--- config.mk ---
export PLATFORM = sky130hd
export DESIGN_NAME = json_token_scanner
export DESIGN_NICKNAME = d
export VERILOG_FILES = /design/src/rtl/jts_pkg.sv /design/src/rtl/jts_rsp_fifo.sv /design/src/rtl/json_token_scanner.sv
export SDC_FILE = /design/constraint.sdc
export NUM_CORES = 1
export LEC_CHECK = 0
export ABC_CLOCK_PERIOD_IN_PS = 3900
export BUFFER_PORTS_ARGS = -buffer_cell sky130_fd_sc_hd__buf_4
export CAP_MARGIN = 0
export CELL_PAD_IN_SITES_DETAIL_PLACEMENT = 0
export CELL_PAD_IN_SITES_GLOBAL_PLACEMENT = 2
export CORE_MARGIN = 3
export CORE_UTILIZATION = 25
export CTS_CLUSTER_DIAMETER = 50
export DETAILED_ROUTE_END_ITERATION = 12
export GPL_TIMING_DRIVEN = 1
export PLACE_DENSITY_LB_ADDON = 0.1
export REMOVE_ABC_BUFFERS = 1
export SKIP_LAST_GASP = 1
export SYNTH_ARGS = -nofsm -noshare
export SYNTH_HDL_FRONTEND = slang
export SYNTH_SLANG_ARGS = --single-unit
--- constraint.sdc ---
create_clock -name clock -period 3.9 [get_ports clock]
set_input_delay 0.39 -clock clock [delete_from_list [all_inputs] [get_ports clock]]
set_output_delay 0.39 -clock clock [all_outputs]
set_load 0.01 [all_outputs]
--- src/rtl/jts_pkg.sv ---
package jts_pkg;

   // Default width of the line counter.
   localparam int LINE_BITS_DEFAULT = 16;

   // Result queue geometry: room for two items per accepted byte.
   localparam int RSP_DEPTH    = 4;
   localparam int RSP_PTR_BITS = $clog2(RSP_DEPTH);
   localparam int RSP_CNT_BITS = $clog2(RSP_DEPTH + 1);

   // Characters with a meaning of their own.
   localparam logic [7:0] CH_NUL       = 8'h00;
   localparam logic [7:0] CH_TAB       = 8'h09;
   localparam logic [7:0] CH_LF        = 8'h0A;
   localparam logic [7:0] CH_CR        = 8'h0D;
   localparam logic [7:0] CH_SPACE     = 8'h20;
   localparam logic [7:0] CH_QUOTE     = 8'h22;
   localparam logic [7:0] CH_COMMA     = 8'h2C;
   localparam logic [7:0] CH_MINUS     = 8'h2D;
   localparam logic [7:0] CH_DOT       = 8'h2E;
   localparam logic [7:0] CH_SLASH     = 8'h2F;
   localparam logic [7:0] CH_ZERO      = 8'h30;
   localparam logic [7:0] CH_NINE      = 8'h39;
   localparam logic [7:0] CH_COLON     = 8'h3A;
   localparam logic [7:0] CH_LBRACKET  = 8'h5B;
   localparam logic [7:0] CH_BACKSLASH = 8'h5C;
   localparam logic [7:0] CH_RBRACKET  = 8'h5D;
   localparam logic [7:0] CH_LBRACE    = 8'h7B;
   localparam logic [7:0] CH_RBRACE    = 8'h7D;
   localparam logic [7:0] CH_A         = 8'h61;
   localparam logic [7:0] CH_E         = 8'h65;
   localparam logic [7:0] CH_F         = 8'h66;
   localparam logic [7:0] CH_L         = 8'h6C;
   localparam logic [7:0] CH_N         = 8'h6E;
   localparam logic [7:0] CH_R         = 8'h72;
   localparam logic [7:0] CH_S         = 8'h73;
   localparam logic [7:0] CH_T         = 8'h74;
   localparam logic [7:0] CH_U         = 8'h75;

   // Keyword selection codes.
   localparam logic [1:0] KW_TRUE  = 2'd0;
   localparam logic [1:0] KW_FALSE = 2'd1;
   localparam logic [1:0] KW_NULL  = 2'd2;

   typedef enum logic [2:0] {
      MODE_IDLE   = 3'd0,
      MODE_STRING = 3'd1,
      MODE_ESCAPE = 3'd2,
      MODE_NUMBER = 3'd3,
      MODE_KEYWORD = 3'd4,
      MODE_ERROR  = 3'd5,
      MODE_ENDED  = 3'd6
   } scan_mode_type;

   typedef enum logic [3:0] {
      TK_OBJ_BEGIN = 4'd0,
      TK_OBJ_END   = 4'd1,
      TK_ARR_BEGIN = 4'd2,
      TK_ARR_END   = 4'd3,
      TK_STR_CHAR  = 4'd4,
      TK_STR_END   = 4'd5,
      TK_NUM_CHAR  = 4'd6,
      TK_NUM_END   = 4'd7,
      TK_TRUE      = 4'd8,
      TK_FALSE     = 4'd9,
      TK_NULL      = 4'd10,
      TK_COMMA     = 4'd11,
      TK_COLON     = 4'd12,
      TK_COMMENT   = 4'd13,
      TK_EOF       = 4'd14,
      TK_ERROR     = 4'd15
   } token_kind_type;

   typedef enum logic [1:0] {
      ERR_NONE       = 2'd0,
      ERR_UNEXP_END  = 2'd1,
      ERR_UNEXP_CHAR = 2'd2,
      ERR_KEYWORD    = 2'd3
   } error_code_type;

   // One result item as it sits in the queue.
   typedef struct packed {
      token_kind_type token_kind;
      logic [7:0]     payload;
      error_code_type error_code;
      logic [15:0]    line_number;
      logic           last_result;
   } rsp_item_type;

   // Up to two result items pushed for one accepted byte.
   typedef struct packed {
      logic         first_valid;
      logic         second_valid;
      rsp_item_type first;
      rsp_item_type second;
   } rsp_push_type;

   // Expected keyword character at a given position.
   function automatic logic [7:0] kw_char(input logic [1:0] sel, input logic [2:0] idx);
      logic [7:0] ch;
      ch = CH_NUL;
      unique case (sel)
         KW_TRUE: begin
            case (idx)
               3'd0: ch = CH_T;
               3'd1: ch = CH_R;
               3'd2: ch = CH_U;
               3'd3: ch = CH_E;
               default: ch = CH_NUL;
            endcase
         end
         KW_FALSE: begin
            case (idx)
               3'd0: ch = CH_F;
               3'd1: ch = CH_A;
               3'd2: ch = CH_L;
               3'd3: ch = CH_S;
               3'd4: ch = CH_E;
               default: ch = CH_NUL;
            endcase
         end
         KW_NULL: begin
            case (idx)
               3'd0: ch = CH_N;
               3'd1: ch = CH_U;
               3'd2: ch = CH_L;
               3'd3: ch = CH_L;
               default: ch = CH_NUL;
            endcase
         end
         default: ch = CH_NUL;
      endcase
      return ch;
   endfunction

   // Keyword length; an unused selection has length zero and never matches.
   function automatic logic [2:0] kw_len(input logic [1:0] sel);
      logic [2:0] len;
      unique case (sel)
         KW_TRUE:  len = 3'd4;
         KW_FALSE: len = 3'd5;
         KW_NULL:  len = 3'd4;
         default:  len = 3'd0;
      endcase
      return len;
   endfunction

   function automatic token_kind_type kw_kind(input logic [1:0] sel);
      token_kind_type kind;
      unique case (sel)
         KW_TRUE:  kind = TK_TRUE;
         KW_FALSE: kind = TK_FALSE;
         default:  kind = TK_NULL;
      endcase
      return kind;
   endfunction

endpackage

--- src/rtl/jts_rsp_fifo.sv ---
module jts_rsp_fifo
   import jts_pkg::*;
(
   input  logic           clock,
   input  logic           reset,
   input  rsp_push_type   push,
   output logic           room,
   output rsp_item_type   head,
   output logic           head_valid,
   input  logic           head_stall
);

   rsp_item_type              entry_ff [RSP_DEPTH];
   logic [RSP_PTR_BITS-1:0]   wr_ptr_ff, wr_ptr_in;
   logic [RSP_PTR_BITS-1:0]   rd_ptr_ff, rd_ptr_in;
   logic [RSP_CNT_BITS-1:0]   count_ff, count_in;
   logic [RSP_PTR_BITS-1:0]   wr_ptr_next;
   logic                      pop;
   logic [RSP_CNT_BITS-1:0]   push_n;

   // A new byte may enter only while two entries are free.
   assign room       = (count_ff <= RSP_CNT_BITS'(RSP_DEPTH - 2));
   assign head_valid = (count_ff != '0);
   assign head       = entry_ff[rd_ptr_ff];
   assign pop        = head_valid & ~head_stall;

   // Pointer and fill count updates.
   always_comb begin
      push_n      = RSP_CNT_BITS'(push.first_valid) + RSP_CNT_BITS'(push.second_valid);
      wr_ptr_next = wr_ptr_ff + RSP_PTR_BITS'(1);
      wr_ptr_in   = wr_ptr_ff + RSP_PTR_BITS'(push_n);
      rd_ptr_in   = rd_ptr_ff + RSP_PTR_BITS'(pop);
      count_in    = count_ff + push_n - RSP_CNT_BITS'(pop);
   end

   always_ff @(posedge clock) begin
      if (reset) begin
         wr_ptr_ff <= '0;
         rd_ptr_ff <= '0;
         count_ff  <= '0;
      end else begin
         wr_ptr_ff <= wr_ptr_in;
         rd_ptr_ff <= rd_ptr_in;
         count_ff  <= count_in;
      end
   end

   // Entry storage; the second item always follows the first.
   always_ff @(posedge clock) begin
      if (push.first_valid) begin
         entry_ff[wr_ptr_ff] <= push.first;
      end
      if (push.second_valid) begin
         entry_ff[wr_ptr_next] <= push.second;
      end
   end

endmodule

--- src/rtl/json_token_scanner.sv ---
// Streaming JSON token scanner.
// The req channel carries one byte of text per item (req_data_byte), or the
// end of the text (req_end_of_input, or a zero byte). The rsp channel carries
// token items: kind, character payload, error code, current line number and
// a flag on the last item caused by each byte. A byte gives zero, one or two
// items; two only when a number is closed by a comma or a closing brace.
// Both channels use valid and stall; an item moves when valid is high and
// stall is low.
// Throughput is one byte per cycle while req_stall is low: the scanner state
// is updated in the cycle a byte is accepted, and its items are written into
// a four-entry result queue, from which they show on rsp in order.
// req_stall rises when fewer than two queue entries are free, so a stall on
// rsp holds the head item steady and backs up into req after at most two
// more bytes that give items.
// Synchronous reset empties the queue and returns the scanner to idle with
// line one. After an error, every later byte gives one error item with the
// stored code; after the end of text, every later byte gives one eof item.
module json_token_scanner
   import jts_pkg::*;
#(
   parameter int LINE_BITS = LINE_BITS_DEFAULT
)
(
   input  logic        clock,
   input  logic        reset,
   input  logic        req_valid,
   output logic        req_stall,
   input  logic [7:0]  req_data_byte,
   input  logic        req_end_of_input,
   output logic        rsp_valid,
   input  logic        rsp_stall,
   output logic [3:0]  rsp_token_kind,
   output logic [7:0]  rsp_payload,
   output logic [1:0]  rsp_error_code,
   output logic [15:0] rsp_line_number,
   output logic        rsp_last_result
);

   scan_mode_type         mode_ff, mode_in;
   logic [1:0]            select_ff, select_in;
   logic [2:0]            index_ff, index_in;
   logic [LINE_BITS-1:0]  line_ff, line_in;
   logic                  cr_ff, cr_in;
   logic                  started_ff, started_in;
   error_code_type        err_ff, err_in;

   logic                  accept;
   logic                  room;
   logic [7:0]            c;
   logic                  at_end;
   logic                  is_ws;
   logic                  is_digit;
   logic                  in_token;
   logic                  kw_hit;
   logic                  kw_done;
   logic [31:0]           line_wide;
   logic [15:0]           line_shown;
   rsp_push_type          push;
   rsp_item_type          head;
   token_kind_type        kind0, kind1;
   logic [7:0]            pay0;
   logic                  has0, has1;

   assign accept    = req_valid & ~req_stall;
   assign req_stall = ~room;

   // Byte classification.
   always_comb begin
      c        = req_data_byte;
      at_end   = req_end_of_input | (c == CH_NUL);
      is_ws    = (c == CH_SPACE) | (c == CH_TAB) | (c == CH_LF) | (c == CH_CR);
      is_digit = (c >= CH_ZERO) & (c <= CH_NINE);
      in_token = (mode_ff == MODE_STRING) | (mode_ff == MODE_ESCAPE) |
                 (mode_ff == MODE_NUMBER) | (mode_ff == MODE_KEYWORD);
      kw_hit   = (index_ff < kw_len(select_ff)) & (c == kw_char(select_ff, index_ff));
      kw_done  = ((index_ff + 3'd1) == kw_len(select_ff));
   end

   // Next scanner state for the byte on req.
   always_comb begin
      logic do_track;
      do_track   = 1'b0;
      mode_in    = mode_ff;
      select_in  = select_ff;
      index_in   = index_ff;
      line_in    = line_ff;
      cr_in      = cr_ff;
      started_in = started_ff;
      err_in     = err_ff;
      if ((mode_ff == MODE_ENDED) || (mode_ff == MODE_ERROR)) begin
         mode_in = mode_ff;
      end else if (at_end) begin
         if (in_token) begin
            mode_in = MODE_ERROR;
            err_in  = ERR_UNEXP_END;
         end else begin
            mode_in = MODE_ENDED;
         end
      end else begin
         unique case (mode_ff)
            MODE_STRING: begin
               do_track = 1'b1;
               if (c == CH_BACKSLASH) begin
                  mode_in = MODE_ESCAPE;
               end else if (c == CH_QUOTE) begin
                  mode_in = MODE_IDLE;
               end
            end
            MODE_ESCAPE: begin
               do_track = 1'b1;
               mode_in  = MODE_STRING;
            end
            MODE_NUMBER: begin
               if (is_digit || (c == CH_DOT) || ((c == CH_MINUS) && !started_ff)) begin
                  cr_in      = 1'b0;
                  started_in = 1'b1;
               end else if ((c == CH_COMMA) || (c == CH_RBRACE) || is_ws) begin
                  do_track   = 1'b1;
                  mode_in    = MODE_IDLE;
                  started_in = 1'b0;
               end else begin
                  cr_in   = 1'b0;
                  mode_in = MODE_ERROR;
                  err_in  = ERR_UNEXP_CHAR;
               end
            end
            MODE_KEYWORD: begin
               cr_in = 1'b0;
               if (kw_hit) begin
                  if (kw_done) begin
                     mode_in  = MODE_IDLE;
                     index_in = '0;
                  end else begin
                     index_in = index_ff + 3'd1;
                  end
               end else begin
                  mode_in = MODE_ERROR;
                  err_in  = ERR_KEYWORD;
               end
            end
            default: begin
               // Idle between tokens.
               mode_in  = MODE_IDLE;
               do_track = 1'b1;
               if (!is_ws) begin
                  case (c) inside
                     CH_LBRACE, CH_RBRACE, CH_LBRACKET, CH_RBRACKET,
                     CH_COMMA, CH_COLON, CH_SLASH: begin
                        mode_in = MODE_IDLE;
                     end
                     CH_QUOTE: begin
                        mode_in = MODE_STRING;
                     end
                     CH_T, CH_F, CH_N: begin
                        select_in = (c == CH_T) ? KW_TRUE : (c == CH_F) ? KW_FALSE : KW_NULL;
                        index_in  = 3'd1;
                        mode_in   = MODE_KEYWORD;
                     end
                     CH_MINUS, [CH_ZERO:CH_NINE]: begin
                        mode_in    = MODE_NUMBER;
                        started_in = 1'b1;
                     end
                     default: begin
                        mode_in = MODE_ERROR;
                        err_in  = ERR_UNEXP_CHAR;
                     end
                  endcase
               end
            end
         endcase
      end
      // Line tracking: CR counts, LF counts unless it follows a CR.
      if (do_track) begin
         if (c == CH_CR) begin
            if (line_ff != '1) begin
               line_in = line_ff + LINE_BITS'(1);
            end
            cr_in = 1'b1;
         end else begin
            if ((c == CH_LF) && !cr_ff && (line_ff != '1)) begin
               line_in = line_ff + LINE_BITS'(1);
            end
            cr_in = 1'b0;
         end
      end
   end

   // Result items for the byte on req.
   always_comb begin
      has0  = 1'b0;
      has1  = 1'b0;
      kind0 = TK_EOF;
      kind1 = TK_EOF;
      pay0  = '0;
      if (mode_ff == MODE_ENDED) begin
         has0  = 1'b1;
         kind0 = TK_EOF;
      end else if (mode_ff == MODE_ERROR) begin
         has0  = 1'b1;
         kind0 = TK_ERROR;
      end else if (at_end) begin
         has0  = 1'b1;
         kind0 = in_token ? TK_ERROR : TK_EOF;
      end else begin
         unique case (mode_ff)
            MODE_STRING: begin
               if (c == CH_QUOTE) begin
                  has0  = 1'b1;
                  kind0 = TK_STR_END;
               end else if (c != CH_BACKSLASH) begin
                  has0  = 1'b1;
                  kind0 = TK_STR_CHAR;
                  pay0  = c;
               end
            end
            MODE_ESCAPE: begin
               has0  = 1'b1;
               kind0 = TK_STR_CHAR;
               pay0  = c;
            end
            MODE_NUMBER: begin
               has0 = 1'b1;
               if (is_digit || (c == CH_DOT) || ((c == CH_MINUS) && !started_ff)) begin
                  kind0 = TK_NUM_CHAR;
                  pay0  = c;
               end else if (c == CH_COMMA) begin
                  kind0 = TK_NUM_END;
                  has1  = 1'b1;
                  kind1 = TK_COMMA;
               end else if (c == CH_RBRACE) begin
                  kind0 = TK_NUM_END;
                  has1  = 1'b1;
                  kind1 = TK_OBJ_END;
               end else if (is_ws) begin
                  kind0 = TK_NUM_END;
               end else begin
                  kind0 = TK_ERROR;
               end
            end
            MODE_KEYWORD: begin
               if (!kw_hit) begin
                  has0  = 1'b1;
                  kind0 = TK_ERROR;
               end else if (kw_done) begin
                  has0  = 1'b1;
                  kind0 = kw_kind(select_ff);
               end
            end
            default: begin
               if (!is_ws) begin
                  has0 = 1'b1;
                  case (c) inside
                     CH_LBRACE:   kind0 = TK_OBJ_BEGIN;
                     CH_RBRACE:   kind0 = TK_OBJ_END;
                     CH_LBRACKET: kind0 = TK_ARR_BEGIN;
                     CH_RBRACKET: kind0 = TK_ARR_END;
                     CH_COMMA:    kind0 = TK_COMMA;
                     CH_COLON:    kind0 = TK_COLON;
                     CH_SLASH:    kind0 = TK_COMMENT;
                     CH_QUOTE, CH_T, CH_F, CH_N: begin
                        has0 = 1'b0;
                     end
                     CH_MINUS, [CH_ZERO:CH_NINE]: begin
                        kind0 = TK_NUM_CHAR;
                        pay0  = c;
                     end
                     default:     kind0 = TK_ERROR;
                  endcase
               end
            end
         endcase
      end
   end

   // Line number as shown on rsp, held at its top value.
   always_comb begin
      line_wide  = 32'(line_in);
      line_shown = (line_wide > 32'h0000_FFFF) ? 16'hFFFF : line_wide[15:0];
   end

   // Items pushed into the result queue.
   always_comb begin
      push.first_valid        = accept & has0;
      push.second_valid       = accept & has1;
      push.first.token_kind   = kind0;
      push.first.payload      = pay0;
      push.first.error_code   = (kind0 == TK_ERROR) ? err_in : ERR_NONE;
      push.first.line_number  = line_shown;
      push.first.last_result  = ~has1;
      push.second.token_kind  = kind1;
      push.second.payload     = '0;
      push.second.error_code  = ERR_NONE;
      push.second.line_number = line_shown;
      push.second.last_result = 1'b1;
   end

   always_ff @(posedge clock) begin
      if (reset) begin
         mode_ff    <= MODE_IDLE;
         select_ff  <= KW_TRUE;
         index_ff   <= '0;
         line_ff    <= LINE_BITS'(1);
         cr_ff      <= 1'b0;
         started_ff <= 1'b0;
         err_ff     <= ERR_NONE;
      end else if (accept) begin
         mode_ff    <= mode_in;
         select_ff  <= select_in;
         index_ff   <= index_in;
         line_ff    <= line_in;
         cr_ff      <= cr_in;
         started_ff <= started_in;
         err_ff     <= err_in;
      end
   end

   jts_rsp_fifo u_rsp_fifo (
      .clock      (clock),
      .reset      (reset),
      .push       (push),
      .room       (room),
      .head       (head),
      .head_valid (rsp_valid),
      .head_stall (rsp_stall)
   );

   assign rsp_token_kind  = head.token_kind;
   assign rsp_payload     = head.payload;
   assign rsp_error_code  = head.error_code;
   assign rsp_line_number = head.line_number;
   assign rsp_last_result = head.last_result;

endmodule

==> metrics <==
Max-Cap Viols 0; GRT met3 Usage 2.65%; RSZ-0062 raised after global routing no; top cell family by delay on the critical path adder cells; Distinct cells, synth 80; min Tclk post-route 3.61 ns; Slew headroom 50.9%; Netlist Area Pre-Place 0.00853 mm^2; number of remaining DRC errors 0; row count 67; Max VDD drop 0.334 mV; total CTS buffers 17; WHS Path Cells 2; gr ovfl total 0; placed cell count 1314; R2R Path Start index_ff[0]$_SDFFE_PP0P_; synth-to-layout area growth 17.9%; critical path capture point type register; FF-to-FF End u_rsp_fifo.count_ff[2]$_SDFF_PP0_; largest net degree at the start of global routing 36; yosys synthesis warning count 0; DR vias/cell 4.94; number of H-tree levels 4; Clock Tree Buf Depth 2; Final Hold Viols 0; Period Utilization, post-route 92.6%; die width 191 um; critical path peak fanout 7; static leakage 3.46 nW; CP bufs+invs 2; CTS clk-pin slew, worst paths 0.07 ns; WL per Instance 19.8 um; critical path class reg2reg; R2R Setup Slk 0.29 ns; Syn Area/Cell 10.2 um^2; Post-synth ARST share 0%; Worst-Skew Late Latency 0.44 ns; initial drt markers 338; CP cell instances inv_1 > ha_1 > nor4b_1 > o32ai_1 > or3_1 > a22oi_2 > a31oi_2 > nor2_1 > nor2_1 > ha_1 > inv_1 > ha_1 > fa_1 > xnor2_1 > xnor2_1 > nor2_1; status completed; initial antenna violation count 0; flops & latches, synth 159; Hold Path Class in2reg; TNS Setup 0 ns; I/O Pins 46; routed wire length 26.7 mm; Initial Util 25.4%; detailed-route via count 6650; synthesized netlist cell count 835; Post-DRT Antenna Nets 0; CTS tree yes; biggest cell delay along the critical path 0.43 ns; Worst R2R Path Depth 16; Max Slew Vio Count 0; Seq/Total Area, Yosys 46.7%; dpl hpwl 17.7 mm; global-route wire length before repair 41.2 mm; nets 913; GPL Wtd Cong 0.842; core area 0.0336 mm^2; Filler cells 3482; register area 0.00399 mm^2; number of synthesized flops with an enable pin 80; CP max-delay cell fa_1; required time of the worst setup path 4.21 ns; Most used DFF post-synth edfxtp_1; crit path DAT 3.92 ns; met2 usage 24.1%; DRT Pass-1 Iters 5; fraction of layout instances using a drive strength above 1 22.0%; Tightest Pin Transition 0.736 ns; Setup Viol. Count Final 0; Most Crowded Layer GR met2; Non-Filler Instances 1346; post-CTS setup buffer count 0; Total GRT Usage 15.1%; PwrDens 573 mW/mm^2; Clock Tree Root clkbuf_16; clock sinks 159; Setup crit start kind register; Max Freq 277 MHz; vias in the first global route 6683; Worst Skew 0.0123 ns; combined area of the multi-input logic cells 0.00421 mm^2; Worst Hold Path EP line_ff[11]$_SDFFE_PP0P_; met1 GRT Util 20.9%; Die Y 191 um; diode count 0; Hold Path Origin reset; DIE AREA 0.0364 mm^2; port bufs 45
Yosys cell counts, drive strengths merged (5+ instances only):
master,count,area (um^2)
edfxtp,80,2400
or3,7,43.8
a21oi,30,150
inv,20,75.1
and2,9,56.3
o21ai,50,250
mux4,31,698
o22ai,10,62.6
a211oi,6,50.1
o211ai,5,52.6
or4,5,41.3
nor4,8,86.3
clkbuf,28,105
a311oi,5,43.8
nand4b,5,43.8
a31o,11,96.3
nor2,129,489
o21a,7,52.6
nor2b,10,62.6
ha,14,175
nand3,50,250
nand2b,13,81.3
nor3b,7,52.6
xnor2,23,201
nand2,47,176
mux2i,12,120
nor3,22,125
xor2,10,87.6
nand4,8,50.1
dfxtp,79,1580
buf,31,161
cell type report:
type,instances,share of cell area [%]
tap,448,5.57
timing repair buffer,90,6.72
inverter,20,0.747
sequential,159,39.7
clock buffer,20,4.34
clock inverter,12,1.11
multi-input combinational,597,41.8
per-layer routing:
metal  vias up  share of wire [%]
met3        30                3.4
met2       119                 47
met1      3316                 48
met5         -                  0
met4         0                1.8
li1       3185                  -
flip-flops by register name, summed over array words and instances, names as in the netlist:
register and flops:
cr_ff 1, err_ff 2, index_ff 3, line_ff 16
mode_ff 3, select_ff 2, started_ff 1, u_rsp_fifo.count_ff 3
u_rsp_fifo.entry_ff 124, u_rsp_fifo.rd_ptr_ff 2, u_rsp_fifo.wr_ptr_ff 2
cell usage in the layout (no fill, tap or decap), types with 17 or more instances in the layout:
cell type / instances
dfxtp_1: 75
buf_4: 90
nor3_1: 19
o21ai_0: 49
nand2_1: 47
clkbuf_16: 17
mux4_2: 31
nand3_1: 50
xnor2_1: 23
nor2_1: 127
edfxtp_1: 80
a21oi_1: 30
kinds of logic (layout without fill, tap and decap cells):
group / Yosys count / count (layout) / share of synthesized area [%]
simple gates: 349 / 349 / 21.2
flops: 159 / 159 / 46.7
compound gates: 156 / 156 / 12.6
buf+inv: 79 / 142 / 4.01
mux: 44 / 44 / 9.73
xor+xnor: 33 / 33 / 3.39
fa+ha+maj: 15 / 15 / 2.29
where the power goes:
part	internal (mW)	leakage, nW	switching (mW)
sequential	2.07	1.50	0.156
clock	0.882	0.253	0.725
combinational	0.852	1.72	1.07
worst max-delay path by stage:
stage,start,end,slack (ns),cells after the start
detailed placement,index_ff[1]$_SDFFE_PP0P_,u_rsp_fifo.count_ff[2]$_SDFF_PP0_,0.23,16
global route,index_ff[0]$_SDFFE_PP0P_,u_rsp_fifo.count_ff[2]$_SDFF_PP0_,0.03,16
CTS,index_ff[2]$_SDFFE_PP0P_,u_rsp_fifo.count_ff[2]$_SDFF_PP0_,0.19,16
finish,index_ff[0]$_SDFFE_PP0P_,u_rsp_fifo.count_ff[2]$_SDFF_PP0_,0.29,16
global placement,index_ff[1]$_SDFFE_PP0P_,u_rsp_fifo.count_ff[2]$_SDFF_PP0_,0.26,16
floorplan,index_ff[1]$_SDFFE_PP0P_,u_rsp_fifo.entry_ff[0][0]$_SDFFE_PP1P_,0.19,11
stage by stage:
step / power (mW) / cell area (um^2) / utilization, % / setup slack [ns] / hold WS, ns
finish: 5.76 / 10100 / 29.9 / 0.288 / 0.380
global route: 6.13 / 10100 / 29.9 / 0.0262 / 0.399
CTS: 5.86 / 10000 / 29.9 / 0.193 / 0.384
detailed placement: 4.23 / 9500 / 28.3 / 0.229 / 0.453
global placement: 4.21 / 9500 / 28.3 / 0.259 / 0.444
floorplan: 3.37 / 8260 / - / 0.194 / 0.435
repair_timing:
action	CTS	global route
resized for setup	0	4
setup endpoints to repair	0	1
hold buffers	0	0
(Power assumes the default switching activity.)
